**config.mk**
```make
export PLATFORM = sky130hd
export DESIGN_NAME = button_debounce_press_classifier
export DESIGN_NICKNAME = d
export VERILOG_FILES = /design/src/bdpc_pkg.sv /design/src/bdpc_fsm.sv /design/src/button_debounce_press_classifier.sv
export SDC_FILE = /design/constraint.sdc
export NUM_CORES = 1
export LEC_CHECK = 0
export BUFFER_PORTS_ARGS = -buffer_cell sky130_fd_sc_hd__buf_2
export CAP_MARGIN = 0
export CORE_AREA = 2 2 141 143
export DETAILED_ROUTE_END_ITERATION = 12
export DIE_AREA = 0 0 143 145
export GPL_ROUTABILITY_DRIVEN = 0
export GPL_TIMING_DRIVEN = 0
export PLACE_DENSITY_LB_ADDON = 0.25
export SYNTH_ARGS = -nofsm -noshare
export SYNTH_HDL_FRONTEND = slang
export SYNTH_SLANG_ARGS = --single-unit
```
**constraint.sdc**
```tcl
create_clock -name clk_i -period 8.7 [get_ports clk_i]
set_input_delay 0.435 -clock clk_i [delete_from_list [all_inputs] [get_ports clk_i]]
set_output_delay 0.435 -clock clk_i [all_outputs]
set_load 0.01 [all_outputs]
```
**src/bdpc_pkg.sv**
```systemverilog
// ----------------------------------------------------------------------------
// Button debounce press classifier package
// Shared types and constants for the debouncer and its press phase machine.
// ----------------------------------------------------------------------------
package bdpc_pkg;

  localparam int unsigned TimeW   = 32;
  localparam int unsigned ThreshW = 16;
  localparam int unsigned ClassW  = 2;
  localparam int unsigned AddrW   = 3;
  localparam int unsigned DataW   = 32;
  localparam int unsigned InTdataW  = 40;
  localparam int unsigned OutTdataW = 8;

  localparam logic [ThreshW-1:0] DebounceMsRst  = 16'd10;
  localparam logic [ThreshW-1:0] LongPressMsRst = 16'd1000;

  // Register index, taken from paddr[2].
  localparam logic RegDebounce  = 1'b0;
  localparam logic RegLongPress = 1'b1;

  typedef enum logic [4:0] {
    PhaseIdle    = 5'b00001,
    PhaseBounce  = 5'b00010,
    PhasePressed = 5'b00100,
    PhaseLong    = 5'b01000,
    PhaseRelease = 5'b10000
  } phase_e;

  typedef enum logic [ClassW-1:0] {
    ClassNone  = 2'd0,
    ClassShort = 2'd1,
    ClassLong  = 2'd2
  } press_class_e;

  typedef struct packed {
    logic [TimeW-1:0] now_ms;
    logic             raw_level;
  } sample_t;

  typedef struct packed {
    logic [ThreshW-1:0] debounce_ms;
    logic [ThreshW-1:0] long_press_ms;
  } cfg_t;

endpackage

```
**src/bdpc_fsm.sv**
```systemverilog
// ----------------------------------------------------------------------------
// Press phase machine
// Holds the debounce phase and timestamps, and classifies one sample per step.
// ----------------------------------------------------------------------------
module bdpc_fsm import bdpc_pkg::*; (
  input  logic         clk_i,
  input  logic         rst_ni,
  input  logic         step_i,
  input  sample_t      sample_i,
  input  cfg_t         cfg_i,
  output press_class_e class_o,
  output phase_e       phase_o
);

  phase_e             phase_q, phase_d;
  logic [TimeW-1:0]   last_change_q, last_change_d;
  logic [TimeW-1:0]   stable_press_q, stable_press_d;
  logic [TimeW-1:0]   since_change;
  logic [TimeW-1:0]   since_stable;
  logic               down;
  logic               debounced;
  logic               is_long;

  assign down         = ~sample_i.raw_level;
  assign since_change = sample_i.now_ms - last_change_q;
  assign since_stable = sample_i.now_ms - stable_press_q;
  assign debounced    = since_change >= {{(TimeW-ThreshW){1'b0}}, cfg_i.debounce_ms};
  assign is_long      = since_stable >= {{(TimeW-ThreshW){1'b0}}, cfg_i.long_press_ms};

  always_comb begin
    phase_d        = phase_q;
    last_change_d  = last_change_q;
    stable_press_d = stable_press_q;
    class_o        = ClassNone;
    unique case (phase_q)
      PhaseBounce: begin
        if (down) begin
          if (debounced) begin
            phase_d        = PhasePressed;
            stable_press_d = sample_i.now_ms;
          end
        end else begin
          last_change_d = sample_i.now_ms;
          phase_d       = PhaseIdle;
        end
      end
      PhasePressed: begin
        if (down) begin
          if (is_long) begin
            phase_d = PhaseLong;
          end
        end else begin
          last_change_d = sample_i.now_ms;
          phase_d       = PhaseRelease;
        end
      end
      PhaseLong: begin
        if (!down) begin
          last_change_d = sample_i.now_ms;
          phase_d       = PhaseRelease;
        end
      end
      PhaseRelease: begin
        // A press seen while the release settles is contact bounce.
        if (down) begin
          phase_d       = is_long ? PhaseLong : PhasePressed;
          last_change_d = sample_i.now_ms;
        end else if (debounced) begin
          phase_d = PhaseIdle;
          class_o = is_long ? ClassLong : ClassShort;
        end
      end
      default: begin
        if (down) begin
          phase_d       = PhaseBounce;
          last_change_d = sample_i.now_ms;
        end else begin
          phase_d = PhaseIdle;
        end
      end
    endcase
  end

  always_ff @(posedge clk_i or negedge rst_ni) begin
    if (!rst_ni) begin
      phase_q        <= PhaseIdle;
      last_change_q  <= '0;
      stable_press_q <= '0;
    end else if (step_i) begin
      phase_q        <= phase_d;
      last_change_q  <= last_change_d;
      stable_press_q <= stable_press_d;
    end
  end

  assign phase_o = phase_q;

endmodule

```
**src/button_debounce_press_classifier.sv**
```systemverilog
// Each sample is held in the input register, and its press class in the output register.
// Throughput: one sample per cycle; the phase machine steps once per item.
// A stalled result holds the machine, and new samples stop once the input
// register is full as well.
// Reset (rst_ni low, asynchronous): phase goes idle, timestamps clear,
// debounce_ms returns to 10 and long_press_ms to 1000.
// ----------------------------------------------------------------------------
// Button debounce press classifier
// Debounces an active-low button and reports short and long presses.
// ----------------------------------------------------------------------------
module button_debounce_press_classifier import bdpc_pkg::*; (
  input  logic                 clk_i,
  input  logic                 rst_ni,
  // APB configuration port
  input  logic                 psel,
  input  logic                 penable,
  input  logic                 pwrite,
  input  logic [AddrW-1:0]     paddr,
  input  logic [DataW-1:0]     pwdata,
  output logic [DataW-1:0]     prdata,
  output logic                 pready,
  // Sample stream
  input  logic                 s_axis_tvalid,
  output logic                 s_axis_tready,
  input  logic [InTdataW-1:0]  s_axis_tdata,  // [0] raw_level, [32:1] now_ms
  // Press class stream
  output logic                 m_axis_tvalid,
  input  logic                 m_axis_tready,
  output logic [OutTdataW-1:0] m_axis_tdata   // [1:0] press_class
);

  cfg_t         cfg_q;
  sample_t      in_q;
  logic         in_vld_q;
  press_class_e out_cls_q;
  logic         out_vld_q;
  logic         advance;
  logic         cfg_wr;
  press_class_e step_cls;
  phase_e       phase;

  // Configuration registers.
  assign pready = 1'b1;
  assign cfg_wr = psel & penable & pwrite & pready;

  always_ff @(posedge clk_i or negedge rst_ni) begin
    if (!rst_ni) begin
      cfg_q.debounce_ms   <= DebounceMsRst;
      cfg_q.long_press_ms <= LongPressMsRst;
    end else if (cfg_wr) begin
      if (paddr[2] == RegDebounce) begin
        cfg_q.debounce_ms <= pwdata[ThreshW-1:0];
      end else begin
        cfg_q.long_press_ms <= pwdata[ThreshW-1:0];
      end
    end
  end

  always_comb begin
    prdata = '0;
    if (paddr[2] == RegLongPress) begin
      prdata[ThreshW-1:0] = cfg_q.long_press_ms;
    end else begin
      prdata[ThreshW-1:0] = cfg_q.debounce_ms;
    end
  end

  // The sample in the input register steps the machine when the output
  // register is free or being drained.
  assign advance       = in_vld_q & (~out_vld_q | m_axis_tready);
  assign s_axis_tready = ~in_vld_q | advance;

  always_ff @(posedge clk_i or negedge rst_ni) begin
    if (!rst_ni) begin
      in_vld_q <= 1'b0;
    end else if (s_axis_tready) begin
      in_vld_q <= s_axis_tvalid;
    end
  end

  always_ff @(posedge clk_i) begin
    if (s_axis_tready && s_axis_tvalid) begin
      in_q.raw_level <= s_axis_tdata[0];
      in_q.now_ms    <= s_axis_tdata[TimeW:1];
    end
  end

  bdpc_fsm u_fsm (
    .clk_i    (clk_i),
    .rst_ni   (rst_ni),
    .step_i   (advance),
    .sample_i (in_q),
    .cfg_i    (cfg_q),
    .class_o  (step_cls),
    .phase_o  (phase)
  );

  always_ff @(posedge clk_i or negedge rst_ni) begin
    if (!rst_ni) begin
      out_vld_q <= 1'b0;
    end else if (~out_vld_q | m_axis_tready) begin
      out_vld_q <= in_vld_q;
    end
  end

  always_ff @(posedge clk_i) begin
    if (advance) begin
      out_cls_q <= step_cls;
    end
  end

  assign m_axis_tvalid = out_vld_q;
  assign m_axis_tdata  = {{(OutTdataW-ClassW){1'b0}}, out_cls_q};

`ifndef SYNTHESIS
  // A completed press always leaves the machine idle.
  assert property (@(posedge clk_i) disable iff (!rst_ni)
    advance && step_cls != ClassNone |=> phase == PhaseIdle)
    else $error("press reported without return to idle");

  // A press is only reported out of the release phase.
  assert property (@(posedge clk_i) disable iff (!rst_ni)
    advance && step_cls != ClassNone |-> phase == PhaseRelease)
    else $error("press reported outside release phase");

  // A sample stuck behind a full output is held, not dropped.
  assert property (@(posedge clk_i) disable iff (!rst_ni)
    in_vld_q && !advance |=> in_vld_q && $stable(in_q))
    else $error("stalled sample lost");
`endif

endmodule

```
-- Word level (Yosys, flattened, before mapping)
Index checks and enable logic that the tools add are counted.
- memories kept: 0
- register bits after elaboration: 138
- bits in latches: 0
- output and inout port bits: 43
- bits in read-only memories: 0
- RAM bits: 0
- divide/modulo/power cells: 0
- reduce and logical (&&, ||, !) cells: 8
- equal/unequal tests: 10
- add/subtract/negate cells: 2
- magnitude comparators: 2
- muxes and demuxes: 15
- bitwise gates (word level): 9
- shifts and indexed selects: 0
- multipliers: 0
- operator list (operator ; count):
    $mux 32 ; 3
    $ge 32x16->1 ; 2
    $sub 32x32->32 ; 2
    $mux 5 ; 7
    $pmux 5 s4 ; 1
    $mux 16 ; 1
    $ne 3x2->1 const B ; 3
    $reduce_and 3->1 ; 2
    $eq 5x2->1 const B ; 1
    $eq 5x3->1 const B ; 1
    $eq 5x4->1 const B ; 1
    $eq 5x5->1 const B ; 1
    $reduce_and 5->1 ; 1
    $mux 2 ; 2
    $mux 4 ; 1
    $ne 2x2->1 const B ; 2
    $not 1->1 ; 4
    $reduce_and 2->1 ; 2
    $reduce_and 4->1 ; 1
    $and 1x1->1 ; 3
    $reduce_or 3->1 ; 1
    $ne 2x1->1 const B ; 1
    $or 1x1->1 ; 2
    $logic_and 1x1->1 ; 1

-- Longest topological paths before layout
- word-level depth: 5
- mapped depth: 22
- gate-level depth less buffers: 22

-- By module
A second synthesis with hierarchy kept.
- cell total of the unflattened synthesis: 1065
- area total of the unflattened synthesis: 10710.3 sq um
- by module, submodules not included (module ; times used ; area an instance (sq um) ; cells an instance):
    bdpc_fsm ; 1 ; 7917.6 ; 911
    button_debounce_press_classifier ; 1 ; 2792.7 ; 154

-- Least setup slack after synthesis
No wires, ideal clock.
- kind: reg-to-reg
- from: register in_q[1] (netlist bit)
- to: register u_fsm.stable_press_q[10]
- required time: 8.575 ns
- arrival: 4.670 ns
- path buffers: 1
- cell stages (with the launch flop): 23
- setup time: 0.125 ns
- path slack: 3.905 ns
- path through: edfxtp_1 > inv_1 > ha_1 > fa_1 > nand2b_1 > a21o_1 > and2_1 > nor2_1 > nor2_1 > xnor2_1 > ha_1 > a21oi_1 > nand2_1 > a211oi_1 > nor2_1 > a31oi_1 > nand4_1 > or4_1 > or4_1 > nor4_1 > nand3b_4 > buf_12 > mux2_4
- cells in the longest elaborated chain, start to end: 3
- ends and longest elaborated chain (element ; RTL line ; text):
    start: declaration ; button_debounce_press_classifier.sv:33 ; sample_t in_q;
    $sub 32x32->32 ; bdpc_fsm.sv:25 ; assign since_change = sample_i.now_ms - last_change_q;
    $ge 32x16->1 ; bdpc_fsm.sv:27 ; assign debounced = since_change >= {{(TimeW-ThreshW){1'b0}}, cfg_i.debounce_ms};
    $reduce_and 4->1 (no source line) ; n/a ;
    end signal: assignment ; bdpc_fsm.sv:92 ; stable_press_q <= stable_press_d;
    end: declaration ; bdpc_fsm.sv:17 ; logic [TimeW-1:0] stable_press_q, stable_press_d;
Every way passes these cells.
A chain may end at the register's enable or synchronous reset.

-- Worst setup path in the final report
- from: register in_q[1] (netlist bit)
- to: register u_fsm.phase_q[4], in the netlist u_fsm.phase_o[4]
- cells in the longest elaborated chain, start to end: 4
- elaborated cells on any way between the ends: 8
- those cells by class: add/sub (2); order compare (2); eq/ne (3); reduce/logical (1)
- ends and longest elaborated chain (element ; RTL line ; text):
    $sub 32x32->32, on equally long branches ; bdpc_fsm.sv:25, bdpc_fsm.sv:26 ;
    $ge 32x16->1, on equally long branches ; bdpc_fsm.sv:27, bdpc_fsm.sv:28 ;
    $ne 3x2->1 (no source line) ; n/a ;
    $reduce_and 5->1 (no source line) (*) ; n/a ;
    end signal: assignment ; bdpc_fsm.sv:86 ; phase_q <= PhaseIdle;
    end signal: assignment ; bdpc_fsm.sv:90 ; phase_q <= phase_d;
    end: declaration ; bdpc_fsm.sv:15 ; phase_e phase_q, phase_d;
Mark *: on every way between the ends. The rest lies on a longest branch, timed or not.

==> reports/results.txt <==
The run finished with clean final reports. Of the cells placed in the final design, the portion with a size suffix greater than 1 is 21.4%. The count of nets left with antenna violations once routing finished came out at 0.

During placement, the flow inserted port buffers numbering 75. Clock-pin slew was measured on the worst setup and hold paths at 70 ps. Counting distinct cell types in the post-synthesis netlist gives 73.

Headroom to the max-slew limit came out at 46.2%. In the routed design, unresolved DRC markers number 0. The count of endpoints failing hold in the final timing report was 0; the pin count of the biggest net entering global routing was 62.

The setup path with the least slack is of type reg -> reg. For this block, the via count after detailed routing is 8503. Summed over all nets, the switching power comes to 1.91 mW. The longest clock path from root to sink contains 2 buffers.

The estimated wirelength of the detail-placed design was 19100 µm. The tools report the cell chosen for the clock root as sky130_fd_sc_hd__clkbuf_16. For this run, the number of Yosys warnings is 0. Registers are responsible for 22.9% of the overall power. After the last flow step, the layout net total stands at 1389. The number of pins exceeding their max-slew limit in the final report was 0; the post-route minimum period was 6150 ps.

The critical-path maximum fanout was 5; the max-cap violation count was 0. Of the available clock period, the critical path in the final layout requires 70.7%. The internal portion of the total power is 2.44 mW. The tools report the area of the core as 0.0192 mm². The leakage power summed over all cells came out at 5.55 nW. For the worst setup path, the data arrival time is 6460 ps. 125 I/O pins were placed. For this block, the initial DRC count from the detailed router was 553. The fraction of post-synthesis cell area in the top cell type by area came out at 22.7%. For the fmax, the log shows 0.163 GHz.

In this run, synthesis produced a sequential element count of 138. The per-cell routed wire length was 16.5 µm. sky130_fd_sc_hd__dfrtp_1 takes more of the synthesized area than any other cell. After detailed routing, the number of vias per cell comes to 5.71. Buffers inserted to repair hold after CTS numbered 0.

The sort of element at the end of the critical path was a flip-flop. The synthesis-to-layout area growth is 14.1%, and the final-layout setup total negative slack is 0 ps. Global routing consumed, over all layers together, 24.4% of the routing resources. TritonCTS built the clock tree.

The number of enable flip-flop cells after synthesis came out at 35. The maximum ir drop on the vdd rail is 0.190 mV, and the actual slew at the worst max-slew pin is 801 ps. Setup violations remaining at the end of the flow were counted as 0. The first global-routing pass estimated 40300 µm of wire. Insertion delay to the later sink of the worst-skew pair: 440 ps. Setup repair after global routing left no endpoint under its margin. The height of the die is 145 µm, and the via count of the first global-routing pass is 8166. The run gives 0 as the overall overflow remaining after global route. The share of total power dissipated in combinational logic is 59.4%. Number of H-tree levels: 4. Post-CTS timing repair inserted 0 buffers for setup.

For the number of antenna violations at the first check in global routing, the log shows 0. Counting every sink on the clock net gives 138. The cell row count came out at 51.

By area the synthesized netlist is led by sky130_fd_sc_hd__dfrtp_1, sky130_fd_sc_hd__ha_1, sky130_fd_sc_hd__edfxtp_1. The run gives 17.7% as the portion of total power attributed to the clock network. For the worst setup path, the data required time is 9010 ps. The proportion of register bits with asynchronous set or reset after synthesis came out at 74.6%. The synthesized area divided by synthesized cell count is 9.48 µm², and the die area is 0.0207 mm². In this run, post-CTS repair resized a total of 0 instances. The die width was 143 µm; the net switching fraction of the power was 44.0%. STA classifies the critical path startpoint as a flip-flop.

Class of the worst hold path: in -> async. TritonCTS created 17 clock buffers. The run gives 1094 as the number of cells produced by synthesis. The tools report the worst setup skew after layout as 14.7 ps. After synthesis the cells add up to 0.0104 mm².

The antenna cell count came out at 0. The tools report the initial core utilization as 54.0%. The pre-antenna-repair detailed-routing pass consisted of 5 iterations. Total power for the finished layout comes to 4.36 mW.

Power spread over the standard cell area amounts to 368 mW/mm². Among all flip-flop cells after synthesis, the most frequent one is sky130_fd_sc_hd__dfrtp_1. Wires add up to 24600 µm.

For this run, the register share of the synthesized area comes to 35.1%.
-- per-layer routing --
layer  share of wire, %  vias up  track usage [%]
li1                   -     4150                -
met1                 47     4037             34.2
met2                 46      266             38.8
met3                5.3       50             4.19
met4                2.2        0             7.28
met5                  0        -                0
-- worst paths after layout --
| path | from | endpoint | slack, ps | depth (start not counted) |
|---|---|---|---|---|
| worst min register to register | u_fsm.last_change_q[0]$_DFFE_PN0P_ | u_fsm.last_change_q[0]$_DFFE_PN0P_ | 500 | 2 |
| worst min-delay path | rst_ni | cfg_q[24]$_DFFE_PN0P_ | 80 | 1 |
| min in group clk_i | s_axis_tdata[28] | in_q[28]$_DFFE_PP_ | 170 | 1 |
| max in group asynchronous | rst_ni | u_fsm.phase_o[0]$_DFFE_PN1P_ | 7850 | 2 |
| worst max register to register | in_q[1]$_DFFE_PP_ | u_fsm.phase_o[4]$_DFFE_PN0P_ | 2550 | 20 |
| worst max-delay path | in_q[1]$_DFFE_PP_ | u_fsm.phase_o[4]$_DFFE_PN0P_ | 2550 | 20 |
-- worst max-delay path: stages, from the launching register on --
cell and delay [ps]:
sky130_fd_sc_hd__edfxtp_1 340, sky130_fd_sc_hd__inv_1 80, sky130_fd_sc_hd__ha_1 230, sky130_fd_sc_hd__fa_1 410, sky130_fd_sc_hd__nor2b_1 200, sky130_fd_sc_hd__o2111ai_1 300, sky130_fd_sc_hd__a21oi_1 390, sky130_fd_sc_hd__nor2_1 120
sky130_fd_sc_hd__o21ai_0 210, sky130_fd_sc_hd__xor2_1 230, sky130_fd_sc_hd__ha_1 290, sky130_fd_sc_hd__nand4_1 150, sky130_fd_sc_hd__nor4_1 90, sky130_fd_sc_hd__o41ai_1 120, sky130_fd_sc_hd__nand4_1 260, sky130_fd_sc_hd__or4_1 510
sky130_fd_sc_hd__a2111oi_0 480, sky130_fd_sc_hd__nand4_1 190, sky130_fd_sc_hd__nor4_2 710, sky130_fd_sc_hd__a41oi_2 340, sky130_fd_sc_hd__mux2_1 390
-- layout make-up --
| type | count | area, µm² |
|---|---|---|
| Buffer | 50 | 338 |
| Tap cell | 265 | 332 |
| Multi-Input combinational cell | 813 | 6050 |
| Fill cell | 1624 | 7370 |
| Clock inverter | 14 | 185 |
| Inverter | 114 | 428 |
| Clock buffer | 18 | 439 |
| Sequential cell | 138 | 3640 |
| Timing Repair Buffer | 77 | 425 |
-- cell usage in the layout (no fill, tap or decap), drive strengths merged, types with 9 or more instances in the layout --
| cell | count |
|---|---|
| a211oi | 10 |
| a21o | 22 |
| a21oi | 88 |
| a31oi | 14 |
| buf | 111 |
| clkbuf | 34 |
| conb | 23 |
| dfrtp | 94 |
| dfstp | 9 |
| edfxtp | 35 |
| ha | 94 |
| inv | 119 |
| mux2 | 96 |
| nand2 | 86 |
| nand2b | 15 |
| nand3 | 9 |
| nand4 | 26 |
| nor2 | 66 |
| nor2b | 9 |
| nor3 | 13 |
| nor4 | 10 |
| o21a | 10 |
| o21ai | 76 |
| xnor2 | 30 |
| xor2 | 18 |
-- power groups by stage --
stage,registers (mW),clock network (mW),logic [mW]
after detailed placement,1.00,0,2.52
after global routing,1.02,0.812,2.89
after floorplan,0.967,0,1.97
after CTS,0.994,0.785,2.56
after global placement,0.995,0,2.48
final,0.996,0.771,2.59
-- sequential cells by signal, summed over array words and instances, names as in the netlist --
name,cells
in_vld_q,1
u_fsm.phase_o,5
u_fsm.stable_press_q,32
m_axis_tvalid,1
in_q,33
out_cls_q,2
cfg_q,32
u_fsm.last_change_q,32
-- cell usage after synthesis, drive strengths merged, types with 15 or more instances --
cell / number
a21o: 22
a21oi: 88
buf: 34
clkbuf: 16
dfrtp: 94
edfxtp: 35
ha: 94
inv: 114
mux2: 96
nand2: 86
nand2b: 15
nand4: 26
nor2: 66
o21ai: 76
xnor2: 30
xor2: 18
-- through the flow --
step,cells,hold slack (ps),util [%],worst slack [ps],area [µm²]
3_3_place_gp,1455,473,58.1,2720,11200
5_1_grt,1489,142,61.6,2180,11800
2_1_floorplan,1115,139,-,3910,10500
6_report,1489,82.2,61.6,2550,11800
4_1_cts,1489,104,61.6,2620,11800
3_5_place_dp,1457,489,58.4,2660,11200
-- logic make-up (layout without fill, tap and decap cells) --
| family | after synthesis | count (layout) | synth area share [%] |
|---|---|---|---|
| compound gates | 276 | 276 | 16.8 |
| simple gates | 267 | 267 | 12.7 |
| buf+inv | 164 | 273 | 7.38 |
| flops | 138 | 138 | 35.1 |
| mux | 103 | 103 | 12.1 |
| fa+ha+maj | 96 | 96 | 11.7 |
| xor+xnor | 48 | 48 | 4.05 |
| other cells | 2 | 23 | 0.0724 |
No activity file was read; power rests on OpenSTA's default activity.
